## config.mk

```make
export PLATFORM = sky130hd
export DESIGN_NAME = escaped_frame_deframer_sum_check
export DESIGN_NICKNAME = d
export VERILOG_FILES = /design/src/hw/rtl/efd_pkg.sv /design/src/hw/rtl/escaped_frame_deframer_sum_check.sv
export SDC_FILE = /design/constraint.sdc
export NUM_CORES = 1
export LEC_CHECK = 0
export BUFFER_PORTS_ARGS = -buffer_cell sky130_fd_sc_hd__buf_2
export CAP_MARGIN = 20
export CORE_UTILIZATION = 53
export CTS_BUF_LIST = sky130_fd_sc_hd__clkbuf_4
export DETAILED_ROUTE_END_ITERATION = 12
export PLACE_DENSITY = 0.85
export SYNTH_ARGS = -nofsm -noshare
export SYNTH_HDL_FRONTEND = slang
export SYNTH_SLANG_ARGS = --single-unit
```

## constraint.sdc

```tcl
create_clock -name clk -period 2.2 [get_ports clk]
set_clock_uncertainty 0.15 [all_clocks]
set_input_delay 0.11 -clock clk [delete_from_list [all_inputs] [get_ports clk]]
set_output_delay 0.11 -clock clk [all_outputs]
set_load 0.1 [all_outputs]
```

## src/hw/rtl/efd_pkg.sv

```systemverilog
// Package for the escaped frame deframer: phase and event codes,
// special byte values and the default payload limit. No dependencies.
package efd_pkg;

  localparam int unsigned MaxPayloadDefault = 256;

  localparam logic [7:0] ByteOpen  = 8'h7E;
  localparam logic [7:0] ByteClose = 8'h7F;
  localparam logic [7:0] ByteEsc   = 8'h7D;
  localparam logic [7:0] EscXor    = 8'h20;
  localparam logic [7:0] SumGood   = 8'hFF;

  typedef enum logic [1:0] {
    PH_HUNT     = 2'd0,
    PH_OPENED   = 2'd1,
    PH_IN_FRAME = 2'd2,
    PH_ESCAPED  = 2'd3
  } phase_t;

  typedef enum logic [2:0] {
    EV_NONE     = 3'd0,
    EV_PAYLOAD  = 3'd1,
    EV_GOOD     = 3'd2,
    EV_BAD      = 3'd3,
    EV_ABORT    = 3'd4,
    EV_OVERFLOW = 3'd5
  } event_t;

endpackage

```

## src/hw/rtl/escaped_frame_deframer_sum_check.sv

```systemverilog
// Top level of the byte-stuffed frame deframer with an 8-bit sum check.
// Depends on efd_pkg for phase/event codes and special byte values.
//
// Usage:
//   Input channel (in_valid/in_ready/in_rx_byte) takes one raw serial byte
//   per item. Output channel (out_valid/out_ready/out_*) returns exactly one
//   result item per input item, in order: event code plus payload byte and
//   index (payload event) or frame length and sum (good/bad close).
//   Frames open with 0x7E and close with 0x7F; 0x7D escapes the next byte,
//   which is XORed with 0x20. A 0x7E inside a frame with payload aborts it;
//   a payload byte beyond MAX_PAYLOAD flags overflow and drops the frame.
//
// Pipeline: an accepted item enters the input register; the result register
// loads from it once the result register is empty or being taken.
// Throughput: 1 item per cycle while out_ready is high; the frame state
// update is a single pass of compare, add and select between the input and
// result registers.
// Reset (rst_n low, synchronous): both stages empty, block hunting for an
// opener with count and sum cleared.
// Stall: when out_ready is low the result register holds; the input register
// still takes one more item, then in_ready drops until the result is taken.
module escaped_frame_deframer_sum_check
  import efd_pkg::*;
#(
  parameter int unsigned MAX_PAYLOAD = MaxPayloadDefault
) (
  input  logic       clk,
  input  logic       rst_n,
  input  logic       in_valid,
  output logic       in_ready,
  input  logic [7:0] in_rx_byte,
  output logic       out_valid,
  input  logic       out_ready,
  output logic [2:0] out_event_res,
  output logic [7:0] out_payload_byte,
  output logic [7:0] out_byte_index,
  output logic [8:0] out_frame_length,
  output logic [7:0] out_frame_sum
);

  // Count must reach MAX_PAYLOAD itself.
  localparam int unsigned CntW = $clog2(MAX_PAYLOAD + 1);
  localparam logic [CntW-1:0] CntMax = CntW'(MAX_PAYLOAD);

  // Input register stage
  logic       s1_valid_r;
  logic [7:0] s1_byte_r;

  // Frame state
  phase_t          phase_r, phase_nxt;
  logic [CntW-1:0] cnt_r, cnt_nxt;
  logic [7:0]      sum_r, sum_nxt;

  // Result register
  logic       out_valid_r;
  event_t     ev_r, ev_nxt;
  logic [7:0] pb_r, pb_nxt;
  logic [7:0] idx_r, idx_nxt;
  logic [8:0] len_r, len_nxt;
  logic [7:0] fsum_r, fsum_nxt;

  logic            advance;
  logic [7:0]      take_val;
  logic            take_en;
  logic [CntW+8:0] cnt_wide;

  // Result register frees when empty or being taken; stage 1 moves then.
  assign advance  = !out_valid_r || out_ready;
  assign in_ready = !s1_valid_r || advance;
  assign cnt_wide = {9'd0, cnt_r};

  always_ff @(posedge clk) begin
    if (!rst_n) begin
      s1_valid_r <= 1'b0;
    end else if (in_ready) begin
      s1_valid_r <= in_valid;
    end
  end

  always_ff @(posedge clk) begin
    if (in_ready && in_valid) begin
      s1_byte_r <= in_rx_byte;
    end
  end

  // Decode one byte against the frame state.
  always_comb begin
    phase_nxt = phase_r;
    cnt_nxt   = cnt_r;
    sum_nxt   = sum_r;
    ev_nxt    = EV_NONE;
    pb_nxt    = 8'd0;
    idx_nxt   = 8'd0;
    len_nxt   = 9'd0;
    fsum_nxt  = 8'd0;
    take_en   = 1'b0;
    take_val  = s1_byte_r;

    case (phase_r)
      PH_HUNT: begin
        if (s1_byte_r == ByteOpen) begin
          phase_nxt = PH_OPENED;
          cnt_nxt   = '0;
          sum_nxt   = 8'd0;
        end
      end
      PH_OPENED: begin
        if (s1_byte_r == ByteEsc) begin
          phase_nxt = PH_ESCAPED;
        end else if (s1_byte_r == ByteOpen) begin
          // repeated opener: ignore
        end else if (s1_byte_r == ByteClose) begin
          phase_nxt = PH_HUNT;
          cnt_nxt   = '0;
          sum_nxt   = 8'd0;
        end else begin
          take_en = 1'b1;
        end
      end
      PH_IN_FRAME: begin
        if (s1_byte_r == ByteEsc) begin
          phase_nxt = PH_ESCAPED;
        end else if (s1_byte_r == ByteOpen) begin
          ev_nxt    = EV_ABORT;
          phase_nxt = PH_HUNT;
          cnt_nxt   = '0;
          sum_nxt   = 8'd0;
        end else if (s1_byte_r == ByteClose) begin
          ev_nxt    = (sum_r == SumGood) ? EV_GOOD : EV_BAD;
          len_nxt   = cnt_wide[8:0];
          fsum_nxt  = sum_r;
          phase_nxt = PH_HUNT;
          cnt_nxt   = '0;
          sum_nxt   = 8'd0;
        end else begin
          take_en = 1'b1;
        end
      end
      PH_ESCAPED: begin
        take_en  = 1'b1;
        take_val = s1_byte_r ^ EscXor;
      end
      default: begin
        phase_nxt = PH_HUNT;
      end
    endcase

    // Take a payload byte, or drop the frame when already full.
    if (take_en) begin
      if (cnt_r >= CntMax) begin
        ev_nxt    = EV_OVERFLOW;
        phase_nxt = PH_HUNT;
        cnt_nxt   = '0;
        sum_nxt   = 8'd0;
      end else begin
        ev_nxt    = EV_PAYLOAD;
        pb_nxt    = take_val;
        idx_nxt   = cnt_wide[7:0];
        cnt_nxt   = cnt_r + CntW'(1);
        sum_nxt   = sum_r + take_val;
        phase_nxt = PH_IN_FRAME;
      end
    end
  end

  always_ff @(posedge clk) begin
    if (!rst_n) begin
      phase_r     <= PH_HUNT;
      cnt_r       <= '0;
      sum_r       <= 8'd0;
      out_valid_r <= 1'b0;
    end else if (advance) begin
      out_valid_r <= s1_valid_r;
      if (s1_valid_r) begin
        phase_r <= phase_nxt;
        cnt_r   <= cnt_nxt;
        sum_r   <= sum_nxt;
      end
    end
  end

  always_ff @(posedge clk) begin
    if (advance && s1_valid_r) begin
      ev_r   <= ev_nxt;
      pb_r   <= pb_nxt;
      idx_r  <= idx_nxt;
      len_r  <= len_nxt;
      fsum_r <= fsum_nxt;
    end
  end

  assign out_valid        = out_valid_r;
  assign out_event_res    = ev_r;
  assign out_payload_byte = pb_r;
  assign out_byte_index   = idx_r;
  assign out_frame_length = len_r;
  assign out_frame_sum    = fsum_r;

  // A good close always carries the expected sum, a bad one never does.
  a_good_sum: assert property (@(posedge clk) disable iff (!rst_n)
    (out_valid_r && ev_r == EV_GOOD) |-> (fsum_r == SumGood))
    else $error("good frame without matching sum");

  a_bad_sum: assert property (@(posedge clk) disable iff (!rst_n)
    (out_valid_r && ev_r == EV_BAD) |-> (fsum_r != SumGood))
    else $error("bad frame with matching sum");

  // Hunting always holds a cleared count and sum.
  a_hunt_clear: assert property (@(posedge clk) disable iff (!rst_n)
    (phase_r == PH_HUNT) |-> (cnt_r == '0 && sum_r == 8'd0))
    else $error("hunt phase with stale frame state");

  // Count never grows past the payload limit.
  a_cnt_limit: assert property (@(posedge clk) disable iff (!rst_n)
    cnt_r <= CntMax)
    else $error("byte count past payload limit");

  // A held result keeps its event while the receiver stalls.
  a_stall_hold: assert property (@(posedge clk) disable iff (!rst_n)
    (out_valid_r && !out_ready) |=> (out_valid_r && $stable(ev_r) && $stable(phase_r)))
    else $error("result or state changed during stall");

endmodule
```

==> impl_results.md <==
* Dominant cells by area after synthesis: sky130_fd_sc_hd__edfxtp_1, sky130_fd_sc_hd__dfxtp_1, sky130_fd_sc_hd__ha_1
* Post-synth ARST share at 0%
* Count of mapped cells out of synthesis at 245
* Final cell area excluding filler cells at 3990 um2
* Worst slew pin tran at 0.492 ns
* Worst skew pair latency at 0.40 ns
* Post-synthesis cell area at 3050 um2
* Post-DP HPWL at 3900 um
* Horiz. Die Dim at 77.9 um
* Critical path startpoint category: register
* Main flop type after synthesis: sky130_fd_sc_hd__edfxtp_1
* Die boundary height at 77.9 um
* Buffer levels on the longest clock path at 2
* GRT Overall Usage at 20.5%
* Pin count of the biggest net entering global routing at 37
* Synthesized area per cell at 12.5 um2
* Clock tree from TritonCTS: built
* Number of diodes at 0
* Setup-failing EPs final at 1
* Critical path required time at 2.34 ns
* Post-place setup slack at -0.0681 ns
* CP max FO at 4
* Sequential share of the synthesized area at 57.0%
* Placed Instance Area at 3510 um2
* Die area at 6070 um2
* CTS clk-pin slew, worst paths at 0.10 ns
* Portion of synthesized cell area occupied by the leading cell type at 43.3%
* Class of the worst hold path: in -> reg
* Number of enable flip-flop cells after synthesis at 44
* Number of global-route vias before repair at 2034
* Floorplan core area at 5540 um2
* Length of the first detailed-routing pass in iterations at 4
* Worst Path Class, Setup: reg -> reg
* Largest area contributor in the synthesized netlist: sky130_fd_sc_hd__edfxtp_1
* R2R cell count at 7
* Number of nets produced by synthesis at 271
* DRC viols at 0
* Leakage power summed over all cells at 1.63 nW
* CP endpoint kind: register
* First-iteration detailed-routing DRC count at 136
* DRT antenna net count at 0
* Ratio of total power to cell area at 621 nW/um2
* Max-cap viol count at 0
* VDD IR-drop max at 0.000567 V
* Row cnt at 27
* Violated checks: setup timing
* Io pins at 50
* Post-layout nets at 364
* Max-slew headroom at the worst pin at 67.4%
* Highest achievable clock rate at 452 MHz
* Antenna violations before repair at 0
* Post-Route WL at 6170 um
* Crit path setup slack, layout at -0.0139 ns
* Starting Density at 55.1%
* Final Slew Violations at 0
* Number of synthesis warnings at 0
* Residual overflow from global routing at 0
* Final routed wire length divided by cell count at 14.9 um
* Number of cells in the finished layout apart from fillers at 415
* Final Util at 72.0%
* Wire length of the first global-routing pass at 9430 um
* Master cell of the clock root buffer: sky130_fd_sc_hd__clkbuf_4
* Unrepaired setup endpoints after global routing: true
* Number of cells on the worst hold path at 2
* Number of endpoints with negative hold slack in the final report at 0
* Final period utilization at 101%
* Final estimated routing congestion in global placement at 0.868
* CTS sink cnt at 65
* H-Tree Depth at 3
* CTS buffer count at 9
* Tmin final at 2.21 ns
* Number of buffers inserted by port buffering at 49
* #FFs+latches synth at 65
* Result of the run: finished with violations
* Relative area change from synthesis to final layout at 30.6%
* Placed insts at 378
* Share of post-route cells with drive strength above 1 at 40.5%
* Via density per instance at 5.30
* Number of distinct library cells after synthesis at 51
* Data arrival time of the critical path at 2.36 ns
* Via count at 2201
==> state kept, by name (all words and copies together), names as in the netlist <==
name	flops
out_payload_byte	8
s1_byte_r	8
out_frame_sum	8
out_frame_length	9
out_byte_index	8
phase_r	2
s1_valid_r	1
out_valid	1
out_event_res	3
sum_r	8
cnt_r	9
==> power breakdown <==
part / switching, mW / internal (mW) / total, mW
clock: 0.397 / 0.378 / 0.776
sequential: 0.0178 / 1.34 / 1.35
combinational: 0.272 / 0.0774 / 0.350
total: 0.688 / 1.79 / 2.48
==> cell type report <==
type | count | area [um2]
inverters | 8 | 30.0
repair buffers | 92 | 619
flip-flops and latches | 65 | 1750
multi-input cells | 162 | 1370
clock inverters | 4 | 45.0
well taps | 72 | 90.1
fillers | 379 | 1550
clock buffers | 12 | 90.1
==> critical path, stage by stage (launching register included) <==
cell,delay [ns]
sky130_fd_sc_hd__edfxtp_1,0.49
sky130_fd_sc_hd__ha_4,0.28
sky130_fd_sc_hd__nand3_2,0.07
sky130_fd_sc_hd__o211ai_1,0.13
sky130_fd_sc_hd__o41ai_2,0.35
sky130_fd_sc_hd__xor2_1,0.26
sky130_fd_sc_hd__nor3b_2,0.08
sky130_fd_sc_hd__a211o_2,0.30
==> Yosys cell counts, types with 2 or more instances <==
master                     count
sky130_fd_sc_hd__and3_2        9
sky130_fd_sc_hd__a21o_1        2
sky130_fd_sc_hd__ha_1         13
sky130_fd_sc_hd__clkbuf_1      5
sky130_fd_sc_hd__xor2_1        3
sky130_fd_sc_hd__nand3_1       5
sky130_fd_sc_hd__and2b_1       2
sky130_fd_sc_hd__nand2_1       7
sky130_fd_sc_hd__a21boi_0      2
sky130_fd_sc_hd__a21oi_1       5
sky130_fd_sc_hd__o21ai_0       9
sky130_fd_sc_hd__nand4_1       6
sky130_fd_sc_hd__nand3b_1      2
sky130_fd_sc_hd__nor2_1        9
sky130_fd_sc_hd__buf_6         4
sky130_fd_sc_hd__xnor2_1       4
sky130_fd_sc_hd__o21ba_2       2
sky130_fd_sc_hd__edfxtp_1     44
sky130_fd_sc_hd__o211ai_1      3
sky130_fd_sc_hd__inv_1         8
sky130_fd_sc_hd__and2_1       20
sky130_fd_sc_hd__or2_0         3
sky130_fd_sc_hd__dfxtp_1      21
sky130_fd_sc_hd__a31oi_1       5
sky130_fd_sc_hd__nor2b_1       2
sky130_fd_sc_hd__and3_1       13
sky130_fd_sc_hd__a22o_1        8
sky130_fd_sc_hd__and4_1        2
sky130_fd_sc_hd__nor3_1        5
==> placed cells by master (no fill, tap or decap), types with 3 or more instances in the layout <==
master	count
sky130_fd_sc_hd__inv_1	8
sky130_fd_sc_hd__and3_2	8
sky130_fd_sc_hd__nand4_1	6
sky130_fd_sc_hd__nand3_1	3
sky130_fd_sc_hd__o21ai_0	9
sky130_fd_sc_hd__nor2_1	8
sky130_fd_sc_hd__a31oi_1	4
sky130_fd_sc_hd__dlygate4sd3_1	14
sky130_fd_sc_hd__and3_1	13
sky130_fd_sc_hd__nor3_1	4
sky130_fd_sc_hd__buf_2	49
sky130_fd_sc_hd__nand2_1	5
sky130_fd_sc_hd__or2_0	3
sky130_fd_sc_hd__edfxtp_1	44
sky130_fd_sc_hd__o211ai_1	3
sky130_fd_sc_hd__a21oi_2	3
sky130_fd_sc_hd__a22o_1	8
sky130_fd_sc_hd__and2_1	20
sky130_fd_sc_hd__clkbuf_4	12
sky130_fd_sc_hd__dfxtp_1	18
sky130_fd_sc_hd__ha_4	6
sky130_fd_sc_hd__buf_4	27
sky130_fd_sc_hd__xnor2_1	4
sky130_fd_sc_hd__ha_1	6
sky130_fd_sc_hd__a21oi_1	3
==> cell families (layout without fill, tap and decap cells) <==
group,after synthesis,count (layout),share of synthesized area [%]
compound gates,46,46,11.8
xor+xnor,7,7,2.01
mux,1,1,0.369
buf+inv,18,116,3.24
simple gates,94,94,19.6
flops,65,65,57.0
fa+ha+maj,14,14,5.98
==> final timing paths <==
| check | start | end | slack (ns) |
|---|---|---|---|
| min | in_rx_byte[4] | s1_byte_r[4] | 0.26 |
| min reg2reg | cnt_r[2] | cnt_r[2] | 0.37 |
| max | s1_byte_r[3] | sum_r[7] | -0.01 |
| max reg2reg | s1_byte_r[3] | sum_r[7] | -0.01 |
==> what timing repair did <==
item                       CTS  global route
hold buffers                14             0
setup buffers                2             5
gates resized for setup      8            21
setup endpoints to repair    2            12
pin swaps                    4            19
hold endpoints to repair    18             0
==> per-layer routing <==
layer	vias up	wire, um	GRT usage, %
li1	1097	-	-
met4	0	140	8.70
met5	-	0	0
met3	11	341	5.76
met1	1021	2820	26.8
met2	72	2870	32.1
==> stage by stage <==
step | TNS, ns | hold slack (ns) | power [mW]
floorplan | 0 | 0.0589 | 1.64
global placement | -0.0153 | 0.138 | 1.69
detailed placement | -0.0996 | 0.138 | 1.70
CTS | -0.0248 | 0.250 | 2.47
global route | -0.216 | 0.250 | 2.56
finish | -0.0139 | 0.264 | 2.48
No activity file was read; power rests on OpenSTA's default activity.
